File: src/rtl/core/rmpd_pkg.sv
// ----------------------------------------------------------------------------
// rmpd_pkg
// Types and constants for the region map descriptor builder.
// ----------------------------------------------------------------------------
package rmpd_pkg;

  localparam logic [1:0] ST_DONE     = 2'd0;
  localparam logic [1:0] ST_UNMAPPED = 2'd1;
  localparam logic [1:0] ST_TABLE    = 2'd2;
  localparam logic [1:0] ST_FULL     = 2'd3;

  localparam logic MODE_INSERT = 1'b0;
  localparam logic MODE_QUERY  = 1'b1;

  // one table entry
  typedef struct packed {
    logic [31:0] vbase;
    logic [31:0] pbase;
    logic [32:0] len;
    logic [2:0]  attr;
  } region_t;

  // short-descriptor leaf entry
  function automatic logic [31:0] leaf_entry(input logic [2:0] attr,
                                             input logic [31:0] pa,
                                             input logic lvl1);
    logic rw;
    logic mem;
    logic xn;
    logic [31:0] d;
    rw  = attr[1];
    mem = attr[0];
    xn  = rw | ~mem;
    if (lvl1) begin
      d = 32'h0001_0402;
      if (attr[2]) d = d | 32'h0008_0000;
      if (!rw) d = d | 32'h0000_8000;
      if (mem) d = d | 32'h0000_0004;
      if (xn) d = d | 32'h0000_0010;
      d = d | (pa & 32'hFFF0_0000);
    end else begin
      d = 32'h0000_0412;
      if (!rw) d = d | 32'h0000_0200;
      if (mem) d = d | 32'h0000_0004;
      if (xn) d = d | 32'h0000_0001;
      d = d | (pa & 32'hFFFF_F000);
    end
    return d;
  endfunction

endpackage

File: src/rtl/core/region_map_page_descriptor_builder_top.sv
// ----------------------------------------------------------------------------
// region_map_page_descriptor_builder_top
// Sorted region table with short-descriptor entry builder.
// ----------------------------------------------------------------------------
// Usage:
//   Input words (in_*) carry an insert (mode 0) or a query (mode 1). Each
//   word yields exactly one result word (out_status, out_descriptor).
//   The region table sits in one synchronous memory, one entry per cycle.
//   An insert scans for the slot, then shifts the tail up one entry at a time
//   (a read state then a write state per entry) and writes the new entry. A
//   query walks the sorted entries from the start until it can decide.
//   The next word can be accepted the cycle after the result loads.
//   One item is in work at a time; in_stall is high while busy.
//   A result waits in an output register while out_stall is high; the next
//   word is accepted once the register is free or being drained.
//   Reset empties the table (count to zero); memory contents need no clear
//   because entries at or past the count are never used.
// ----------------------------------------------------------------------------
module region_map_page_descriptor_builder_top #(
  parameter int MAX_REGIONS = 16
) (
  input  logic        clk,
  input  logic        rst_n,
  input  logic        in_valid,
  output logic        in_stall,
  input  logic        in_mode,
  input  logic [31:0] in_va,
  input  logic [31:0] in_pa,
  input  logic [32:0] in_size,
  input  logic [2:0]  in_attr_flags,
  input  logic [1:0]  in_level,
  output logic        out_valid,
  input  logic        out_stall,
  output logic [1:0]  out_status,
  output logic [31:0] out_descriptor
);

  localparam int AW = (MAX_REGIONS > 1) ? $clog2(MAX_REGIONS) : 1;
  localparam int CW = $clog2(MAX_REGIONS + 1);

  typedef enum logic [2:0] {
    S_IDLE, S_SCAN, S_SHIFT_RD, S_SHIFT_WR, S_WRITE, S_RESP
  } state_t;

  // table memory
  rmpd_pkg::region_t mem [MAX_REGIONS];
  rmpd_pkg::region_t rd_q;
  logic [AW-1:0]     rd_addr;
  logic              wr_en;
  logic [AW-1:0]     wr_addr;
  rmpd_pkg::region_t wr_data;

  always_ff @(posedge clk) begin
    if (wr_en) mem[wr_addr] <= wr_data;
    rd_q <= mem[rd_addr];
  end

  state_t        state_r;
  logic [CW-1:0] count_r;
  logic [CW-1:0] idx_r;      // entry whose data appears on rd_q
  logic          rdv_r;      // rd_q holds entry idx_r
  logic          mode_r;
  logic [31:0]   va_r;
  logic [31:0]   pa_r;
  logic [32:0]   size_r;
  logic [2:0]   attr_r;
  logic          lvl1_r;
  // query progress
  logic          phase_r;    // 0 find first, 1 inner walk
  logic [2:0]    iattr_r;
  logic [31:0]   fvb_r;
  logic [31:0]   fpb_r;
  logic          fns_r;
  logic [CW-1:0] pos_r;
  logic          ov_r;
  logic [1:0]    ost_r;
  logic [31:0]   odesc_r;

  // area bounds (33 bits, no wrap)
  logic [32:0] abase;
  logic [32:0] aend;
  assign abase = lvl1_r ? {1'b0, va_r[31:20], 20'd0} : {1'b0, va_r[31:12], 12'd0};
  assign aend  = lvl1_r ? (abase + 33'h000F_FFFF) : (abase + 33'h0000_0FFF);

  // current entry bounds
  logic [33:0] rb;
  logic [33:0] rend;  // exclusive end
  logic [33:0] rlast;
  assign rb    = {2'b00, rd_q.vbase};
  assign rend  = rb + {1'b0, rd_q.len};
  assign rlast = rend - 34'd1;

  logic last_idx;
  assign last_idx = (idx_r + CW'(1)) >= count_r;

  assign in_stall  = (state_r != S_IDLE) || (ov_r && out_stall);
  assign out_valid = ov_r;
  assign out_status = ost_r;
  assign out_descriptor = odesc_r;

  // read address and write port control
  always_comb begin
    rd_addr = idx_r[AW-1:0];
    wr_en   = 1'b0;
    wr_addr = pos_r[AW-1:0];
    wr_data = rd_q;
    unique case (state_r)
      S_SCAN:     if (rdv_r) rd_addr = AW'(idx_r + CW'(1));
                  else rd_addr = idx_r[AW-1:0];
      S_SHIFT_RD: rd_addr = AW'(idx_r - CW'(1));
      S_SHIFT_WR: begin
        wr_en   = 1'b1;
        wr_addr = idx_r[AW-1:0];
        wr_data = rd_q;
      end
      S_WRITE: begin
        wr_en   = 1'b1;
        wr_addr = pos_r[AW-1:0];
        wr_data = '{vbase: va_r, pbase: pa_r, len: size_r, attr: attr_r};
      end
      default: rd_addr = idx_r[AW-1:0];
    endcase
  end

  // sequencer
  always_ff @(posedge clk) begin
    if (!rst_n) begin
      state_r <= S_IDLE;
      count_r <= '0;
      ov_r    <= 1'b0;
      rdv_r   <= 1'b0;
    end else begin
      if (ov_r && !out_stall && state_r != S_RESP) ov_r <= 1'b0;
      unique case (state_r)
        S_IDLE: begin
          if (in_valid && !in_stall) begin
            mode_r  <= in_mode;
            va_r    <= in_va;
            pa_r    <= in_pa;
            size_r  <= in_size;
            attr_r  <= in_attr_flags;
            lvl1_r  <= (in_level == 2'd1);
            idx_r   <= '0;
            rdv_r   <= 1'b0;
            phase_r <= 1'b0;
            ost_r   <= rmpd_pkg::ST_DONE;
            odesc_r <= '0;
            if (in_mode == rmpd_pkg::MODE_INSERT) begin
              if (in_size == '0) state_r <= S_RESP;
              else if (count_r >= CW'(MAX_REGIONS)) begin
                ost_r   <= rmpd_pkg::ST_FULL;
                state_r <= S_RESP;
              end else if (count_r == '0) begin
                pos_r   <= '0;
                state_r <= S_WRITE;
              end else state_r <= S_SCAN;
            end else begin
              ost_r <= rmpd_pkg::ST_UNMAPPED;
              if ((in_level != 2'd1 && in_level != 2'd2) || count_r == '0)
                state_r <= S_RESP;
              else state_r <= S_SCAN;
            end
          end
        end
        S_SCAN: begin
          if (!rdv_r) begin
            rdv_r <= 1'b1;
          end else if (mode_r == rmpd_pkg::MODE_INSERT) begin
            // first slot where vbase > va, or equal and len <= size
            if (rd_q.vbase > va_r || (rd_q.vbase == va_r && rd_q.len <= size_r)) begin
              pos_r   <= idx_r;
              idx_r   <= count_r;
              state_r <= S_SHIFT_RD;
            end else if (last_idx) begin
              pos_r   <= count_r;
              idx_r   <= count_r;
              state_r <= S_WRITE;
            end else idx_r <= idx_r + CW'(1);
          end else if (!phase_r) begin
            // first region ending past the area base
            if (rend > {1'b0, abase}) begin
              if (rb > {1'b0, aend}) begin
                state_r <= S_RESP;
              end else if (rb <= {1'b0, abase} && rlast >= {1'b0, aend}) begin
                phase_r <= 1'b1;
                iattr_r <= rd_q.attr;
                fvb_r   <= rd_q.vbase;
                fpb_r   <= rd_q.pbase;
                fns_r   <= rd_q.attr[2];
                if (last_idx) begin
                  ost_r   <= rmpd_pkg::ST_DONE;
                  odesc_r <= rmpd_pkg::leaf_entry(rd_q.attr,
                    abase[31:0] - rd_q.vbase + rd_q.pbase, lvl1_r);
                  state_r <= S_RESP;
                end else idx_r <= idx_r + CW'(1);
              end else begin
                ost_r   <= rmpd_pkg::ST_TABLE;
                odesc_r <= rd_q.attr[2] ? 32'h9 : 32'h1;
                state_r <= S_RESP;
              end
            end else if (last_idx) begin
              state_r <= S_RESP;
            end else idx_r <= idx_r + CW'(1);
          end else begin
            // inner walk
            if (rb > {1'b0, aend}) begin
              ost_r   <= rmpd_pkg::ST_DONE;
              odesc_r <= rmpd_pkg::leaf_entry(iattr_r, abase[31:0] - fvb_r + fpb_r, lvl1_r);
              state_r <= S_RESP;
            end else if (rlast < {1'b0, abase} || rd_q.attr == iattr_r ||
                         (rb <= {1'b0, abase} && rlast >= {1'b0, aend})) begin
              logic [2:0] na;
              na = (rlast < {1'b0, abase}) ? iattr_r : rd_q.attr;
              iattr_r <= na;
              if (last_idx) begin
                ost_r   <= rmpd_pkg::ST_DONE;
                odesc_r <= rmpd_pkg::leaf_entry(na, abase[31:0] - fvb_r + fpb_r, lvl1_r);
                state_r <= S_RESP;
              end else idx_r <= idx_r + CW'(1);
            end else begin
              ost_r   <= rmpd_pkg::ST_TABLE;
              odesc_r <= fns_r ? 32'h9 : 32'h1;
              state_r <= S_RESP;
            end
          end
        end
        S_SHIFT_RD: begin
          if (idx_r == pos_r) state_r <= S_WRITE;
          else state_r <= S_SHIFT_WR;
        end
        S_SHIFT_WR: begin
          idx_r   <= idx_r - CW'(1);
          state_r <= S_SHIFT_RD;
        end
        S_WRITE: begin
          count_r <= count_r + CW'(1);
          state_r <= S_RESP;
        end
        S_RESP: begin
          if (!ov_r || !out_stall) begin
            ov_r    <= 1'b1;
            state_r <= S_IDLE;
          end
        end
        default: state_r <= S_IDLE;
      endcase
    end
  end

endmodule

File: config.mk
export PLATFORM = sky130hd
export DESIGN_NAME = region_map_page_descriptor_builder_top
export DESIGN_NICKNAME = d
export VERILOG_FILES = /design/src/rtl/core/rmpd_pkg.sv /design/src/rtl/core/region_map_page_descriptor_builder_top.sv
export SDC_FILE = /design/constraint.sdc
export NUM_CORES = 2
export LEC_CHECK = 0
export BUFFER_PORTS_ARGS = -buffer_cell sky130_fd_sc_hd__buf_2
export CAP_MARGIN = 10
export CORE_UTILIZATION = 53
export CTS_CLUSTER_SIZE = 16
export DETAILED_ROUTE_END_ITERATION = 6
export GPL_TIMING_DRIVEN = 0
export PLACE_DENSITY = 0.8
export SLEW_MARGIN = 10
export SYNTH_ARGS = -nofsm -noshare
export SYNTH_HDL_FRONTEND = slang
export SYNTH_SLANG_ARGS = --single-unit
File: constraint.sdc
create_clock -name clk -period 14.3 [get_ports clk]
set_input_delay 0.715 -clock clk [delete_from_list [all_inputs] [get_ports clk]]
set_output_delay 0.715 -clock clk [all_outputs]
set_load 0.005 [all_outputs]
==> Flow_metrics.wiki <==
{| class="wikitable"
! Metric !! Value
|-
| Clock network latency to the later pin of the worst-skew pair || 0.86 ns
|-
| Root cell of the clock tree || sky130_fd_sc_hd__clkbuf_16
|-
| Slowest cell on crit path || sky130_fd_sc_hd__a31oi_1
|-
| Area of the mapped netlist || 81900 um2
|-
| Worst-case headroom to the max-slew limit || under 10%
|-
| Vias in the first global route || 48300
|-
| Data required, critical path || 14.93 ns
|-
| Most common library cell in the layout ignoring fill and taps || sky130_fd_sc_hd__edfxtp_1
|-
| Starting density of the core || 53.7%
|-
| Clock Sink Count || 1919
|-
| Vias per cell || 6.51
|-
| Wire length per cell after detailed routing || 31.1 um
|-
| DPL Wire Length || 153 mm
|-
| Wire length after detailed routing || between 200 and 250 mm
|-
| Post-route clock period utilization || 62.2%
|-
| Area added between synthesis and finish || 14.7%
|-
| Total power divided by cell area || 217 nW/um2
|-
| CTS Buf Count || 181
|-
| RSZ-0062 raised after global routing || false
|-
| Worst Hold End || attr_r[2]
|-
| Number of placement rows || around 140
|-
| Post-detailed-placement cell area || 87600 um2
|-
| Launch point of the worst reg-to-reg path || rb[4]
|-
| Number of vias after detailed routing || 48400
|-
| Data arrival, critical path || 9.52 ns
|-
| Cell depth of the worst flop-to-flop path || 26
|-
| Area of the core || around 150000 um2
|-
| Overall die width || between 300 and 400 um
|-
| Critical-path maximum fanout || 10
|-
| Worst min path class || input port to flop
|-
| Final GP Congestion || slightly below 1
|-
| Total die area || 156000 um2
|-
| Max Clock Skew || approximately 0.038 ns
|-
| Share of async-settable or async-resettable flops after synthesis || 0%
|-
| Transition time at the pin with the least slew margin || 1.39 ns
|-
| Synth Area in Compound Gates || 5.92%
|-
| Utilization of the core after routing || between 60% and 70%
|-
| Worst path max stage delay || 0.91 ns
|-
| Dominant combinational cell family by area after synthesis || multiplexers
|-
| Distinct cell type count of the synthesized netlist || 89
|-
| Terminus of the critical flop-to-flop path || out_descriptor[19]
|-
| Xor and xnor fraction of the mapped netlist area || less than 1%
|-
| Routed Antenna Nets || 0
|-
| Number of nets at the end of the flow || 5663
|-
| Worst hold stages || 1
|-
| Beginning of the worst hold path || in_attr_flags[2]
|-
| Hold_ws || 0.0452 ns
|-
| Final number of hold-violating endpoints || 0
|-
| Synthesized netlist cell count || 4780
|-
| Worst reg-to-reg setup slack || 5.40 ns
|-
| Post-route cell area || 93900 um2
|-
| Portion of the post-synthesis area used by sequential elements || 69.0%
|-
| Iteration count of the initial detailed-routing pass || 6
|-
| Final period demand of the worst path || between 8 and 9 ns
|-
| Area share of fa/ha/maj cells after synthesis || slightly above 5%
|-
| Warning count from the yosys run || 0
|-
| # H-tree levels || 4
|-
| Worst setup path class || flop to flop
|-
| Post-synthesis average cell area || 17.1 um2
|-
| Worst Setup Start Kind || flop
|-
| Number of enable-type register cells in the synthesized netlist || 1809
|-
| CTS tree || yes
|-
| VDD IR max || 0.174 mV
|-
| Total Neg Setup Slack || 0 ns
|-
| P_leak || approximately 32 nW
|-
| Final setup violation count || 0
|-
| Maximum number of pins on one net before global-route repair || 26
|-
| Final routed DRC violation total || 0
|-
| Max Cap Viol || 0
|-
| Start point of the critical path || rb[4]
|-
| CP most frequent cell || sky130_fd_sc_hd__a21o_1
|-
| Total power consumption of the routed design || between 20 and 25 mW
|-
| Die extent in y || approximately 400 um
|-
| Outcome || complete, no violations
|-
| Sort of element at the end of the critical path || flop
|-
| Multiplexer area fraction after synthesis || between 10% and 20%
|-
| Number of pins with negative max-slew slack in the final report || 0
|-
| Wire length of the first global-routing pass || 329 mm
|-
| Number of primary I/O pins || 143
|-
| Filler cell count in the final layout || 10300
|-
| Clk pin slew, worst setup/hold paths || about 0.060 ns
|-
| Buffer levels on the longest clock path || 3
|-
| Maximum operating frequency || between 100 and 150 MHz
|-
| Violation count after the first detailed-route iteration || between 6000 and 7000
|-
| Highest-count cells in the layout ignoring fill and taps || sky130_fd_sc_hd__edfxtp_1, sky130_fd_sc_hd__mux4_2, sky130_fd_sc_hd__ha_1
|-
| Commonest register cell after synthesis || sky130_fd_sc_hd__edfxtp_1
|-
| Simple-gate portion of the synthesized area || 4.40%
|-
| Port bufs || 137
|-
| Initial antenna violation count || 11
|-
| Global route overflow || 0
|-
| Share of post-route cells with drive strength above 1 || 19.2%
|-
| Register bit count reported by yosys || 1919
|-
| Total track usage || 29.5%
|}
==> per-layer routing <==
metal,vias to the layer above,part of all wire [%],global-route usage [%]
li1,19900,-,-
met4,6,5.6,15.0
met5,-,0.019,0
met2,3466,46,45.8
met1,24400,36,38.5
met3,628,12,7.83
==> synth_stat cells, types with 110 or more instances <==
master                        n  area share (%)
sky130_fd_sc_hd__a211oi_1   113             1.0
sky130_fd_sc_hd__a21oi_1    226             1.4
sky130_fd_sc_hd__clkbuf_1   145            0.66
sky130_fd_sc_hd__dfxtp_1    110             2.7
sky130_fd_sc_hd__edfxtp_1  1809              66
sky130_fd_sc_hd__ha_1       272             4.2
sky130_fd_sc_hd__inv_1      258             1.2
sky130_fd_sc_hd__mux4_2     400              11
sky130_fd_sc_hd__nand2_1    227             1.0
sky130_fd_sc_hd__nor2_1     127            0.58
sky130_fd_sc_hd__nor2b_1    129            0.99
sky130_fd_sc_hd__o21ai_0    158            0.97
==> sequential cells by signal, summed over array words and instances (netlist names), 2 cells and up <==
| register | count |
|---|---|
| pos_r | 5 |
| va_r | 32 |
| out_descriptor | 26 |
| fpb_r | 32 |
| out_status | 2 |
| rb | 32 |
| size_r | 33 |
| state_r | 3 |
| attr_r | 3 |
| fvb_r | 32 |
| rd_q | 68 |
| count_r | 5 |
| idx_r | 5 |
| pa_r | 32 |
| mem | 1600 |
| iattr_r | 3 |
==> stage by stage <==
| stage | worst slack, ns | cells |
|---|---|---|
| 3_5_place_dp | 5.69 | 7072 |
| 2_1_floorplan | 5.47 | 4784 |
| 3_3_place_gp | 1.77 | 6951 |
| 4_1_cts | 5.64 | 7417 |
| 5_1_grt | 4.94 | 7435 |
| 6_report | 5.40 | 7436 |
==> critical path, delay by kind of cell, from the launching register on <==
kind	cells	cell delay [ns]
DFF	1	0.69
adders and majority gates	2	0.67
AOI/OAI and AO/OA	16	4.47
buffers and inverters	1	0.29
and+or+nand+nor	7	2.53
==> worst max-delay path by stage <==
stage,end,slack [ns]
detailed placement,fpb_r[30],5.69
global placement,mem[13][67],1.77
floorplan,fns_r,5.47
finish,out_descriptor[19],5.40
global route,fpb_r[27],4.94
CTS,fpb_r[27],5.64
==> cell type report <==
type	instances	area (um2)	area share, %
timing repair buffer	278	3150	3.35
tap	2030	2540	2.70
buffer	212	850	0.905
antenna	2	5.00	0.00533
clock inverter	119	1340	1.43
inverter	258	968	1.03
clock buffer	223	4790	5.10
multi-input combinational	2395	23700	25.3
sequential	1919	56500	60.2
==> cells by family (layout without fill, tap and decap cells) <==
| group | after synthesis | after routing |
|---|---|---|
| muxes | 513 | 513 |
| adders and majority gates | 312 | 312 |
| xor gates and xnor gates | 90 | 90 |
| DFF | 1919 | 1919 |
| buffers and inverters | 470 | 1090 |
| AOI/OAI and AO/OA | 756 | 756 |
| other | 2 | 8 |
| and+or+nand+nor | 718 | 718 |
==> report_power, final <==
| part | leakage, nW | internal, mW | switching (mW) |
|---|---|---|---|
| logic | 12.2 | 2.64 | 4.69 |
| registers | 17.3 | 7.54 | 0.477 |
| clock network | 2.98 | 2.82 | 2.16 |
| total | 32.4 | 13.0 | 7.33 |
==> timing repair <==
item,CTS,global route
setup buffers,0,0
gates resized for setup,0,0
hold buffers,3,0
endpoints found under the hold margin,3,0
Note: power is estimated with default switching activity, not from simulation.
